<file path="src/hdl/mrlp_pkg.sv">
// ----------------------------------------------------------------------------
// mrlp_pkg
// Shared types and character codes for the modem response line parser.
// ----------------------------------------------------------------------------
package mrlp_pkg;

  // Action codes carried with each input item
  typedef enum logic [1:0] {
    ACT_RX      = 2'd0,
    ACT_START   = 2'd1,
    ACT_RELEASE = 2'd2,
    ACT_NONE    = 2'd3
  } action_t;

  // Characters of interest
  localparam logic [7:0] CH_CR     = 8'h0D;
  localparam logic [7:0] CH_LF     = 8'h0A;
  localparam logic [7:0] CH_PROMPT = 8'h3E;
  localparam logic [7:0] CH_O      = 8'h4F;
  localparam logic [7:0] CH_K      = 8'h4B;

  // Unsolicited message header "CMT", newest byte in the low bits
  localparam logic [23:0] HDR_MATCH = 24'h434D54;

  localparam logic [1:0] CNT_MAX = 2'd3;

  // One result item
  typedef struct packed {
    logic sms_pending;
    logic capture_active;
    logic prompt_found;
    logic ok_found;
    logic capture_done;
  } result_t;

endpackage

</file>
<file path="src/hdl/mrlp_core.sv">
// ----------------------------------------------------------------------------
// mrlp_core
// Parser state registers and the single-pass update for one item.
// ----------------------------------------------------------------------------
module mrlp_core (
  input  logic              clk,
  input  logic              rst,
  input  logic              en,
  input  mrlp_pkg::action_t action,
  input  logic [7:0]        rx_byte,
  output mrlp_pkg::result_t result
);
  import mrlp_pkg::*;

  logic [7:0]  last_byte, last_byte_next;
  logic        capturing, capturing_next;
  logic [1:0]  crlf_count, crlf_count_next;
  logic        ok_seen, ok_seen_next;
  logic        prev_captured_o, prev_captured_o_next;
  logic        prompt_seen, prompt_seen_next;
  logic [23:0] header_window, header_window_next;
  logic [1:0]  window_count, window_count_next;
  logic        header_seen, header_seen_next;
  logic        message_flag, message_flag_next;
  logic        done;
  logic        crlf;
  logic [1:0]  crlf_bumped;

  assign crlf        = (last_byte == CH_CR) && (rx_byte == CH_LF);
  assign crlf_bumped = (crlf_count == CNT_MAX) ? crlf_count : crlf_count + 2'd1;

  // Next-state logic for one item
  always_comb begin
    last_byte_next       = last_byte;
    capturing_next       = capturing;
    crlf_count_next      = crlf_count;
    ok_seen_next         = ok_seen;
    prev_captured_o_next = prev_captured_o;
    prompt_seen_next     = prompt_seen;
    header_window_next   = header_window;
    window_count_next    = window_count;
    header_seen_next     = header_seen;
    message_flag_next    = message_flag;
    done                 = 1'b0;
    unique case (action)
      ACT_START: begin
        last_byte_next       = 8'd0;
        crlf_count_next      = 2'd0;
        capturing_next       = 1'b1;
        ok_seen_next         = 1'b0;
        prev_captured_o_next = 1'b0;
        prompt_seen_next     = 1'b0;
      end
      ACT_RELEASE: begin
        message_flag_next  = 1'b0;
        header_seen_next   = 1'b0;
        window_count_next  = 2'd0;
        header_window_next = 24'd0;
        last_byte_next     = 8'd0;
      end
      ACT_RX: begin
        last_byte_next = rx_byte;
        if (capturing) begin
          if (crlf_count == 2'd2) begin
            // Inside the reply line
            if (prev_captured_o && rx_byte == CH_K) ok_seen_next = 1'b1;
            prev_captured_o_next = (rx_byte == CH_O);
            if (rx_byte == CH_PROMPT) prompt_seen_next = 1'b1;
            if (rx_byte == CH_LF || rx_byte == CH_PROMPT) begin
              capturing_next = 1'b0;
              done           = 1'b1;
            end
          end else if (crlf) begin
            crlf_count_next = crlf_bumped;
          end
        end else if (!message_flag) begin
          // Header watch outside capture
          header_window_next = {header_window[15:0], rx_byte};
          window_count_next  = (window_count == CNT_MAX) ? window_count
                                                         : window_count + 2'd1;
          if (!header_seen) begin
            if (window_count_next == CNT_MAX && header_window_next == HDR_MATCH) begin
              header_seen_next  = 1'b1;
              window_count_next = 2'd0;
              crlf_count_next   = 2'd0;
            end
          end else begin
            if (crlf) crlf_count_next = crlf_bumped;
            if (crlf_count_next > 2'd1) message_flag_next = 1'b1;
          end
        end
      end
      default: begin
      end
    endcase
  end

  // Result taken after the update
  always_comb begin
    result.capture_done   = done;
    result.ok_found       = ok_seen_next;
    result.prompt_found   = prompt_seen_next;
    result.capture_active = capturing_next;
    result.sms_pending    = message_flag_next;
  end

  // State registers
  always_ff @(posedge clk) begin
    if (rst) begin
      last_byte       <= 8'd0;
      capturing       <= 1'b0;
      crlf_count      <= 2'd0;
      ok_seen         <= 1'b0;
      prev_captured_o <= 1'b0;
      prompt_seen     <= 1'b0;
      header_window   <= 24'd0;
      window_count    <= 2'd0;
      header_seen     <= 1'b0;
      message_flag    <= 1'b0;
    end else if (en) begin
      last_byte       <= last_byte_next;
      capturing       <= capturing_next;
      crlf_count      <= crlf_count_next;
      ok_seen         <= ok_seen_next;
      prev_captured_o <= prev_captured_o_next;
      prompt_seen     <= prompt_seen_next;
      header_window   <= header_window_next;
      window_count    <= window_count_next;
      header_seen     <= header_seen_next;
      message_flag    <= message_flag_next;
    end
  end

  // Checks
  a_start_clears: assert property (@(posedge clk) disable iff (rst)
    en && action == ACT_START |=> capturing && !ok_seen && !prompt_seen)
    else $error("start did not open a clean capture");

  a_release_clears: assert property (@(posedge clk) disable iff (rst)
    en && action == ACT_RELEASE |=> !message_flag && !header_seen)
    else $error("release did not clear the pending message");

  a_done_ends_capture: assert property (@(posedge clk) disable iff (rst)
    result.capture_done |-> capturing && !result.capture_active)
    else $error("capture end reported while not ending capture");

  a_idle_holds: assert property (@(posedge clk) disable iff (rst)
    !en |=> $stable({capturing, crlf_count, header_seen, message_flag, last_byte}))
    else $error("parser state moved without an item");

endmodule

</file>
<file path="src/hdl/modem_response_line_parser.sv">
// ----------------------------------------------------------------------------
// modem_response_line_parser
// Byte-wise modem reply parser: reply capture with OK/prompt detection and
// unsolicited message header watch, with input and result registers.
// ----------------------------------------------------------------------------
// An accepted item passes the input register, then the result register,
// waiting in the input register on a stall. Throughput: one item per cycle
// when m_tready does not stall; the parser state updates once per item.
// Reset (rst, synchronous) clears all parser state and both stage valids.
module modem_response_line_parser (
  input  logic        clk,
  input  logic        rst,
  input  logic        s_tvalid,
  output logic        s_tready,
  input  logic [15:0] s_tdata,  // [1:0] action, [9:2] rx_byte, [15:10] zero
  output logic        m_tvalid,
  input  logic        m_tready,
  output logic [7:0]  m_tdata   // [0] capture_done, [1] ok_found,
                                // [2] prompt_found, [3] capture_active,
                                // [4] sms_pending, [7:5] zero
);
  import mrlp_pkg::*;

  logic       in_valid;
  action_t    in_action;
  logic [7:0] in_byte;
  logic       advance;
  result_t    core_result;
  result_t    out_result;

  // An item moves into the result register when that register is free
  assign advance  = in_valid && (!m_tvalid || m_tready);
  assign s_tready = !in_valid || advance;

  // Input register
  always_ff @(posedge clk) begin
    if (rst) begin
      in_valid <= 1'b0;
    end else if (s_tready) begin
      in_valid <= s_tvalid;
    end
  end

  always_ff @(posedge clk) begin
    if (s_tready && s_tvalid) begin
      in_action <= action_t'(s_tdata[1:0]);
      in_byte   <= s_tdata[9:2];
    end
  end

  mrlp_core u_core (
    .clk     (clk),
    .rst     (rst),
    .en      (advance),
    .action  (in_action),
    .rx_byte (in_byte),
    .result  (core_result)
  );

  // Result register
  always_ff @(posedge clk) begin
    if (rst) begin
      m_tvalid <= 1'b0;
    end else if (advance) begin
      m_tvalid <= 1'b1;
    end else if (m_tready) begin
      m_tvalid <= 1'b0;
    end
  end

  always_ff @(posedge clk) begin
    if (advance) begin
      out_result <= core_result;
    end
  end

  assign m_tdata = {3'b000, out_result.sms_pending, out_result.capture_active,
                    out_result.prompt_found, out_result.ok_found,
                    out_result.capture_done};

endmodule
</file>
<file path="config.mk">
export PLATFORM = sky130hd
export DESIGN_NAME = modem_response_line_parser
export DESIGN_NICKNAME = d
export VERILOG_FILES = /design/src/hdl/mrlp_pkg.sv /design/src/hdl/mrlp_core.sv /design/src/hdl/modem_response_line_parser.sv
export SDC_FILE = /design/constraint.sdc
export NUM_CORES = 1
export LEC_CHECK = 0
export BUFFER_PORTS_ARGS = -buffer_cell sky130_fd_sc_hd__buf_2
export CAP_MARGIN = 20
export CORE_MARGIN = 2
export CORE_UTILIZATION = 30
export DETAILED_ROUTE_END_ITERATION = 8
export GPL_ROUTABILITY_DRIVEN = 0
export GPL_TIMING_DRIVEN = 1
export SLEW_MARGIN = 10
export SYNTH_ARGS = -nofsm -noshare
export SYNTH_HDL_FRONTEND = slang
export SYNTH_SLANG_ARGS = --single-unit
</file>
<file path="constraint.sdc">
create_clock -name clk -period 3.23 [get_ports clk]
set_input_delay 0.646 -clock clk [delete_from_list [all_inputs] [get_ports clk]]
set_output_delay 0.646 -clock clk [all_outputs]
set_load 0.05 [all_outputs]
</file>
==> results of run 1 <==
## cell families (layout without fill, tap and decap cells)
group,after synthesis,after routing,synth area share (%)
simple gates,105,105,26.4
flops,51,51,53.7
compound gates,47,47,14.8
buf+inv,20,33,4.93
other cells,1,3,0.172
## layer usage
| metal | share of wire [%] | vias up |
|---|---|---|
| met2 | 45 | 48 |
| met3 | 5.0 | 4 |
| met5 | 0 | - |
| met4 | 1.2 | 0 |
| met1 | 48 | 798 |
| li1 | - | 831 |
## flip-flops by register name (all words and copies together), names as in the netlist, 2 cells and up
register	flops
u_core.last_byte	8
in_byte	8
u_core.window_count	2
in_action	2
u_core.crlf_count	2
u_core.header_window	16
m_tdata	5
## worst max-delay path by stage
stage	slack (ns)	startpoint	cells past startpoint	to
after global routing	1.10	in_action[1]$_DFFE_PP_	4	u_core.window_count[0]$_SDFFE_PP0P_
after detailed placement	0.99	m_tready	6	u_core.window_count[0]$_SDFFE_PP0P_
after floorplan	1.37	m_tvalid$_SDFFE_PP0P_	3	in_action[0]$_DFFE_PP_
after global placement	1.00	m_tready	6	u_core.window_count[0]$_SDFFE_PP0P_
after CTS	1.27	in_action[1]$_DFFE_PP_	4	u_core.window_count[0]$_SDFFE_PP0P_
final	1.28	in_action[1]$_DFFE_PP_	4	u_core.window_count[0]$_SDFFE_PP0P_
## metrics by stage
| step | instance area (sq um) | hold slack (ns) | total power [mW] |
|---|---|---|---|
| floorplan | 2190 | 0.427 | 0.774 |
| global placement | 2330 | 0.438 | 0.794 |
| detailed placement | 2330 | 0.448 | 0.794 |
| CTS | 2430 | 0.460 | 1.22 |
| global route | 2430 | 0.478 | 1.26 |
| finish | 2430 | 0.455 | 1.20 |
## power groups by stage
| stage | Clock [mW] | Combinational [mW] | Sequential [mW] |
|---|---|---|---|
| after floorplan | 0 | 0.0629 | 0.711 |
| after global placement | 0 | 0.0848 | 0.709 |
| after detailed placement | 0 | 0.0854 | 0.709 |
| after CTS | 0.439 | 0.0857 | 0.694 |
| after global routing | 0.469 | 0.0937 | 0.697 |
| final | 0.425 | 0.0855 | 0.694 |
## synth_stat cells, types with 2 or more instances
master and number:
a211oi_1 3, a21oi_1 25, a221oi_2 2, a22oi_1 8
and2_1 3, buf_2 5, buf_4 3, buf_6 2
clkbuf_1 6, dfxtp_1 36, edfxtp_1 15, inv_1 4
nand2_1 22, nand2b_1 2, nand3_1 20, nand3b_1 3
nand4_1 3, nor2_1 25, nor2b_1 2, nor3_1 4
nor3_4 2, nor4_1 4, nor4b_1 4, o21ai_0 3
o41ai_2 2, or3_1 4
## critical path, delay by kind of cell, from the launching register on
family,cells,cell delay (ns)
AOI/OAI and AO/OA,1,0.36
DFF,1,0.55
and+or+nand+nor,3,0.93
## cell type report
class	instances	area, sq um	share of cell area [%]
clock inverter	1	8.76	0.360
multi-input combinational	155	911	37.4
timing repair buffer	21	108	4.42
tap	99	124	5.09
clock buffer	7	97.6	4.01
inverter	4	15.0	0.617
sequential	51	1170	48.1
==> metrics.txt, run 1 <==
status finished clean; fin cells 338; Pint 902 uW; cts hold-fix bufs 0; hold depth 2; Net Sw Frac 25.2%; Final period util 60.2%; Top Usage Layer GRT met2; slowest stage delay, CP 0.55 ns; crit path max fanout 19; combinational share of power 7.1%; Reg2Reg Setup Slack 1.28 ns; CP cell instances nor2_1 > or3_1 > nor2_1 > a2111oi_2; DRC Markers 0; kind of critical path register to register; GRT Residual Overflow 0; final wirelength 4.46 mm; Vias/cell 4.97; average size of a mapped cell 9.74 sq um; Detail Placement HPWL 2.99 mm; worst r2r dst u_core.window_count[0]$_SDFFE_PP0P_; Synth top area share 33.0%; post-cts gate resize count 0; Crit. End Element register; commonest non-fill, non-tap cells in the layout dfxtp_1, nor2_1, a21oi_1, nand2_1; CP max-delay cell edfxtp_1; largest net degree at the start of global routing 37; Critical Path RT 3.45 ns; clock latency at the later pin of the worst-skew pair 0.31 ns; setup TNS 0 ns; Clock Skew 0.00558 ns; Final Util 34.1%; Iter 0 DRT Violations 84; IO Port Bufs 20; Primary FF master, synth dfxtp_1; clock group share of total power 35.3%; Flop pwr share 57.6%; Netlist cell types 38; # IOs 30; pre-CTS setup slack 0.989 ns; measured slew at the worst slew-check pin 0.842 ns; clock-pin transition on the worst setup and hold timing paths 0.09 ns; worst hold path class register to register; CTS tree yes; Max Cap Viol 0; Fin. Hold Viols 0; asr flop ratio synth 0%; Net Switching 303 uW; diode count 0; Die H 89.3 um; CTS buffer count 5; area leader, netlist dfxtp_1; post-synthesis sequential area ratio 53.7%; overall routing resource usage 12.3%; core area 0.00714 sq mm; met1 Track Usage GR 16.8%; vias in the first global route 1597; initial antenna violation count 0; Root Driver clkbuf_8; crit path time final 1.95 ns; RSZ-0062 raised after global routing no; leakage 0.807 nW; FF-to-FF Start in_action[1]$_DFFE_PP_; Hold Crit Endpoint u_core.header_window[15]$_SDFFE_PP0P_; Core Rows 31; crit path DAT 2.16 ns; fill count 759; synth-to-layout area growth 11.6%; die area 0.00797 sq mm; fmax 514 MHz; #FFs+latches synth 51; # H-tree levels 2; HP Start u_core.header_window[15]$_SDFFE_PP0P_; Post-synth EDFFs 15; PwrDens 495 mW/mm^2; peak supply drop 235 uV; Avg WL per Cell 13.2 um; Die W 89.3 um; layout cells sized above 1 16.7%; Clock Path Buffers 2; Sink Count 51; R2R cell count 4; met2 Track Usage GR 17.9%; count of pins over their slew limit 0; # setup viols final 0; antenna-violating nets left 0; mapped cell area 0.00218 sq mm; met3 GRT Util 4.06%; global-route wire length before repair 7.50 mm; Max-slew headroom 43.5%; DRT Pass-1 Iters 4; CP dominant cell by count nor2_1; crit path launch type register; most common cell after layout, fill and taps aside dfxtp_1; final setup margin 1.28 ns; initial core utilization 30.6%; DR vias 1681; Post CTS Setup Buffer Count 0; Synthesis Warnings 0; Synth area leaders dfxtp_1, edfxtp_1, a21oi_1; Post-Synthesis Cells 224; Total Nets Final 258; placed cell count 330
Note: power is estimated with default switching activity, not from simulation.
==> inputs of run 2 (changes only) <==
==> constraint.sdc (replaced) <==
create_clock -name clk -period 1.6 [get_ports clk]
set_input_delay 0.32 -clock clk [delete_from_list [all_inputs] [get_ports clk]]
set_output_delay 0.32 -clock clk [all_outputs]
set_load 0.05 [all_outputs]
==> metrics.txt, run 2 (synthesized netlist as in run 1, its figures left out) <==
status complete, but fails checks (was finished clean); failing checks setup timing; die area 0.00797 sq mm (unchanged); pre-CTS setup slack -0.198 ns (was 0.989 ns); synth-to-layout area growth 32.3% (was 11.6%); leakage 1.07 nW (was 0.807 nW); DRT Pass-1 Iters 4 (unchanged); Die W 89.3 um (unchanged); DR vias 1846 (was 1681); fmax 549 MHz (was 514 MHz); Final Util 40.5% (was 34.1%); Detail Placement HPWL 3.36 mm (was 2.99 mm); critical path's top delay family simple AND/OR/NAND/NOR gates (unchanged); slowest stage delay, CP 0.60 ns (was 0.55 ns); Min Hold Slack 0.184 ns (was 0.455 ns); CTS tree yes (unchanged); vias in the first global route 1688 (was 1597); CP max-delay cell or4_4 (was edfxtp_1); Iter 0 DRT Violations 57 (was 84); count of pins over their slew limit 0 (unchanged); crit path launch type register (unchanged); commonest non-fill, non-tap cells in the layout buf_4, dfxtp_1, nor2_1, nand2_1, a21oi_1 (was dfxtp_1, nor2_1, a21oi_1, nand2_1); fin cells 382 (was 338); antenna-violating nets left 0 (unchanged); worst r2r dst u_core.crlf_count[1]$_SDFFE_PP0P_ (was u_core.window_count[0]$_SDFFE_PP0P_); GRT Residual Overflow 0 (unchanged); Die H 89.3 um (unchanged); worst hold path class input port to register (was register to register); clock latency at the later pin of the worst-skew pair 0.30 ns (was 0.31 ns); Largest Register u_core.header_window (unchanged); RSZ-0062 raised after global routing yes (was no); FF-to-FF Start in_byte[6]$_DFFE_PP_ (was in_action[1]$_DFFE_PP_); core area 0.00714 sq mm (unchanged); # setup viols final 13 (was 0); crit path max fanout 4 (was 19); Fin. Hold Viols 0 (unchanged); diode count 0 (unchanged); Avg WL per Cell 13.0 um (was 13.2 um); crit path time final 1.82 ns (was 1.95 ns); overall routing resource usage 12.8% (was 12.3%); crit path DAT 2.04 ns (was 2.16 ns); setup TNS -1.61 ns (was 0 ns); Max Cap Viol 0 (unchanged); placed cell count 361 (was 330); DRC Markers 0 (unchanged); CTS buffer count 5 (unchanged); Root Driver clkbuf_8 (unchanged); post-route cell area 0.00289 sq mm (was 0.00243 sq mm); final wirelength 4.95 mm (was 4.46 mm); layout cells sized above 1 34.6% (was 16.7%); PwrDens 837 mW/mm^2 (was 495 mW/mm^2); IO Port Bufs 20 (unchanged); initial core utilization 30.6% (unchanged); Critical Path RT 1.82 ns (was 3.45 ns); Clock Skew 0.00635 ns (was 0.00558 ns); Crit. path cell count 5 (was 4); Max-slew headroom 65.9% (was 43.5%); largest net degree at the start of global routing 23 (was 37); crit path capture u_core.crlf_count[1]$_SDFFE_PP0P_ (was u_core.window_count[0]$_SDFFE_PP0P_); clock-pin transition on the worst setup and hold timing paths 0.10 ns (was 0.09 ns); initial antenna violation count 0 (unchanged); R2R cell count 5 (was 4); final setup margin -0.220 ns (was 1.28 ns); global-route wire length before repair 7.96 mm (was 7.50 mm); placed instance area 0.00261 sq mm (was 0.00233 sq mm); Clock Path Buffers 2 (unchanged); Core Rows 31 (unchanged); # IOs 30 (unchanged); measured slew at the worst slew-check pin 0.509 ns (was 0.842 ns); fill count 732 (was 759); Final period util 114% (was 60.2%); max reg flops 16 (unchanged); # H-tree levels 2 (unchanged); biggest regs u_core.header_window: 16 flops, in_byte: 8 flops, u_core.last_byte: 8 flops (unchanged); Vias/cell 4.83 (was 4.97); Critical path origin in_byte[6]$_DFFE_PP_ (was in_action[1]$_DFFE_PP_); Total Nets Final 302 (was 258); kind of critical path register to register (unchanged); Reg2Reg Setup Slack -0.22 ns (was 1.28 ns); most common cell after layout, fill and taps aside buf_4 (was dfxtp_1); peak supply drop 457 uV (was 235 uV); Crit. End Element register (unchanged); CP cell instances or4_4 > buf_4 > nor3_4 > nand4_1 > a221oi_2 (was nor2_1 > or3_1 > nor2_1 > a2111oi_2); critical path buffer and inverter count 1 (was 0); Sink Count 51 (unchanged); Power Total 2.42 mW (was 1.20 mW)
-- run 2: cell types whose count changed in the layout (fill, tap and decap cells not counted), sizes merged --
cell / change
clkinv: +2
clkbuf: -1
buf: +43
-- run 2: timing repair --
| item | in CTS | in global routing |
|---|---|---|
| cloned | 0 | 1 |
| setup buffers | 4 | 8 |
| endpoints found under the setup margin | 20 | 31 |
| hold buffers | 0 | 0 |
| pin swaps | 4 | 6 |
| gates resized for setup | 4 | 10 |
-- run 2: worst min path at each step --
| stage | startpoint | end | cells past startpoint |
|---|---|---|---|
| 2_1_floorplan | s_tdata[0] | in_action[0]$_DFFE_PP_ | 0 |
| 3_3_place_gp | u_core.header_window[8]$_SDFFE_PP0P_ | u_core.header_window[8]$_SDFFE_PP0P_ | 2 |
| 3_5_place_dp | u_core.header_window[8]$_SDFFE_PP0P_ | u_core.header_window[8]$_SDFFE_PP0P_ | 2 |
| 4_1_cts | s_tdata[2] | in_byte[0]$_DFFE_PP_ | 1 |
| 5_1_grt | s_tdata[9] | in_byte[7]$_DFFE_PP_ | 1 |
| 6_report | s_tdata[2] | in_byte[0]$_DFFE_PP_ | 1 |
-- run 2: area by class of cell --
class	instances	area, sq um	share of cell area (%)
timing repair buffer	65	497	17.2
multi-input combinational	155	985	34.1
sequential	51	1180	40.7
clock buffer	5	68.8	2.38
clock inverter	3	22.5	0.780
inverter	4	15.0	0.520
tap	99	124	4.29
-- run 2: worst register-to-register path, delay by kind of cell, from the launching register on --
kind	cells	cell delay (ns)
AO/OA/AOI/OAI	1	0.23
buffers and inverters	1	0.16
flip-flops	1	0.44
AND/OR/NAND/NOR	3	0.91
-- run 2: metal layers --
| metal | part of all wire (%) | global-route usage [%] | vias to the layer above | wire (um) |
|---|---|---|---|---|
| met5 | 0 | 0 | - | 0 |
| li1 | - | - | 920 | - |
| met1 | 47 | 17.1 | 885 | 2310 |
| met3 | 3.9 | 2.59 | 7 | 192 |
| met2 | 48 | 20.8 | 34 | 2370 |
| met4 | 1.6 | 4.48 | 0 | 77 |
-- run 2: power by group --
part	switching (mW)	internal, mW	leakage, nW	total (mW)
Sequential	0.0291	1.36	0.437	1.39
Clock	0.442	0.314	0.0485	0.756
Combinational	0.158	0.111	0.588	0.269
==> inputs of run 3 (changes only) <==
--- a/config.mk
+++ b/config.mk
@@ -5,6 +5,7 @@
 export SDC_FILE = /design/constraint.sdc
 export NUM_CORES = 1
 export LEC_CHECK = 0
+export ABC_AREA = 1
 export BUFFER_PORTS_ARGS = -buffer_cell sky130_fd_sc_hd__buf_2
 export CAP_MARGIN = 20
 export CORE_MARGIN = 2
==> metrics.txt, run 3 <==
status finished clean (was complete, but fails checks); biggest regs u_core.header_window: 16 flops, in_byte: 8 flops, u_core.last_byte: 8 flops (unchanged); Die W 92.5 um (was 89.3 um); die area 0.00856 sq mm (was 0.00797 sq mm); Detail Placement HPWL 3.41 mm (was 3.36 mm); #FFs+latches synth 51 (unchanged); overall routing resource usage 11.4% (was 12.8%); DRT Pass-1 Iters 4 (unchanged); final setup margin 0.164 ns (was -0.220 ns); Primary FF master, synth dfxtp_1 (unchanged); initial core utilization 30.7% (was 30.6%); diode count 0 (unchanged); count of pins over their slew limit 0 (unchanged); Synth area leaders dfxtp_1, edfxtp_1, nand2_1 (was dfxtp_1, edfxtp_1, a21oi_1); Crit. End Element register (unchanged); setup TNS 0 ns (was -1.61 ns); # IOs 30 (unchanged); CTS buffer count 5 (unchanged); Critical Path RT 1.83 ns (was 1.82 ns); area leader, netlist dfxtp_1 (unchanged); largest net degree at the start of global routing 24 (was 23); Final Util 35.3% (was 40.5%); crit path DAT 1.67 ns (was 2.04 ns); Post-synth EDFFs 15 (unchanged); initial antenna violation count 0 (unchanged); clock-pin transition on the worst setup and hold timing paths 0.09 ns (was 0.10 ns); clock latency at the later pin of the worst-skew pair 0.31 ns (was 0.30 ns); clock group share of total power 34.7% (was 31.3%); Total Nets Final 343 (was 302); combinational share of power 10.7% (was 11.1%); Synthesis Warnings 0 (unchanged); most common cell after layout, fill and taps aside nand2_1 (was buf_4); global-route wire length before repair 7.89 mm (was 7.96 mm); layout cells sized above 1 19.4% (was 34.6%); post-route cell area 0.00270 sq mm (was 0.00289 sq mm); mapped cell area 0.00235 sq mm (was 0.00218 sq mm); Avg WL per Cell 10.4 um (was 13.0 um); Net Switching 636 uW (was 629 uW); synth-to-layout area growth 14.9% (was 32.3%); Netlist cell types 29 (was 38); crit path time final 1.44 ns (was 1.82 ns); Pint 1.97 mW (was 1.79 mW); fmax 697 MHz (was 549 MHz); Hold Crit Endpoint in_byte[3]$_DFFE_PP_ (was in_byte[0]$_DFFE_PP_); DRC Markers 0 (unchanged); Flop pwr share 54.6% (was 57.6%); Largest Register u_core.header_window (unchanged); pre-CTS setup slack 0.152 ns (was -0.198 ns); CTS tree yes (unchanged); RSZ-0062 raised after global routing no (was yes); DR vias 1822 (was 1846); post-synthesis sequential area ratio 49.8% (was 53.7%); crit path max fanout 12 (was 4); Iter 0 DRT Violations 86 (was 57); final wirelength 4.44 mm (was 4.95 mm); Sink Count 51 (unchanged); placed instance area 0.00257 sq mm (was 0.00261 sq mm); asr flop ratio synth 0% (unchanged); Reg2Reg Setup Slack 0.16 ns (was -0.22 ns); Die H 92.5 um (was 89.3 um); Min Hold Slack 0.189 ns (was 0.184 ns); PwrDens 965 mW/mm^2 (was 837 mW/mm^2); Clock Skew 0.0116 ns (was 0.00635 ns); Clock Path Buffers 2 (unchanged); Core Rows 32 (was 31); most common cell in the synthesized netlist nand2_1 (was dfxtp_1); max reg flops 16 (unchanged); leakage 1.12 nW (was 1.07 nW); # setup viols final 0 (was 13); worst r2r dst u_core.window_count[0]$_SDFFE_PP0P_ (was u_core.crlf_count[1]$_SDFFE_PP0P_); peak supply drop 642 uV (was 457 uV); kind of critical path register to register (unchanged); antenna-violating nets left 0 (unchanged); fin cells 426 (was 382); IO Port Bufs 20 (unchanged); HP Start s_tdata[5] (was s_tdata[2]); FF-to-FF Start in_action[1]$_DFFE_PP_ (was in_byte[6]$_DFFE_PP_); cts hold-fix bufs 0 (unchanged); Power Total 2.61 mW (was 2.42 mW); commonest non-fill, non-tap cells in the layout nand2_1, nor2_1, inv_1, dfxtp_1, a21oi_1 (was buf_4, dfxtp_1, nor2_1, nand2_1, a21oi_1); GRT Residual Overflow 0 (unchanged); placed cell count 418 (was 361); hold depth 1 (unchanged); Post-Synthesis Cells 298 (was 224); vias in the first global route 1766 (was 1688); Fin. Hold Viols 0 (unchanged); average size of a mapped cell 7.89 sq um (was 9.74 sq um); core area 0.00765 sq mm (was 0.00714 sq mm); Root Driver clkbuf_8 (unchanged); synth cell count leaders nand2_1, nor2_1, inv_1 (was dfxtp_1, a21oi_1, nor2_1); Max Cap Viol 0 (unchanged); R2R cell count 7 (was 5); Net Sw Frac 24.4% (was 26.0%); crit path launch type register (unchanged); worst hold path class input port to register (unchanged); Final period util 89.7% (was 114%); Synth top area share 30.7% (was 33.0%); Vias/cell 4.28 (was 4.83); # H-tree levels 2 (unchanged)
==> run 3: cell types whose count changed after synthesis, moves of 7 or more <==
cell,before,now
nand2_1,22,67
nor2_1,25,48
nand3_1,20,9
a22oi_1,8,0
o21ai_0,3,10
inv_1,4,40
==> run 3: per-layer routing <==
metal / GRT usage [%] / wire (um)
met2: 19.2 / 2060
met5: 0 / 0
met3: 2.60 / 133
met1: 14.6 / 2180
met4: 3.48 / 69
==> run 3: critical path, cell delays in order, from the launching register on <==
cell	delay, ns
edfxtp_1	0.50
nor2_4	0.18
o21ai_2	0.10
nand3_4	0.14
inv_2	0.14
nand2_1	0.10
nor2_1	0.04
nor3_1	0.16
==> run 3: repair_timing <==
item / 4_1_cts / 5_1_grt
setup endpoints to repair: 0 / 1
gates resized for setup: 0 / 2
buffers inserted: 0 / 0
==> run 3: power by group through the flow <==
stage | Clock [mW] | Sequential, mW | Combinational [mW]
2_1_floorplan | 0 | 1.47 | 0.191
4_1_cts | 0.933 | 1.42 | 0.281
6_report | 0.906 | 1.42 | 0.279
3_5_place_dp | 0 | 1.45 | 0.280
5_1_grt | 0.973 | 1.43 | 0.315
3_3_place_gp | 0 | 1.45 | 0.278
==> run 3: cells by family after synthesis <==
group,Yosys count,synth area share [%]
AO/OA/AOI/OAI,54,14.8
AND/OR/NAND/NOR,138,25.1
flip-flops,51,49.8
other,1,0.160
buffers and inverters,54,10.2
==> run 3: worst max-delay path by stage <==
stage / from / endpoint / slack, ns / depth (start not counted)
2_1_floorplan: m_tvalid$_SDFFE_PP0P_ / in_action[0]$_DFFE_PP_ / 0.18 / 3
3_3_place_gp: m_tready / u_core.window_count[0]$_SDFFE_PP0P_ / 0.17 / 10
3_5_place_dp: m_tready / u_core.window_count[0]$_SDFFE_PP0P_ / 0.15 / 10
4_1_cts: in_byte[7]$_DFFE_PP_ / m_tdata[4]$_DFFE_PP_ / 0.14 / 7
5_1_grt: in_byte[0]$_DFFE_PP_ / u_core.crlf_count[1]$_SDFFE_PP0P_ / 0.03 / 11
6_report: in_action[1]$_DFFE_PP_ / u_core.window_count[0]$_SDFFE_PP0P_ / 0.16 / 7
==> run 3: area by class of cell <==
type,count,area [sq um]
clock buffers,8,123
fillers,798,4950
inverters,43,161
multi-input cells,195,965
flip-flops and latches,51,1170
well taps,102,128
repair buffers,27,153
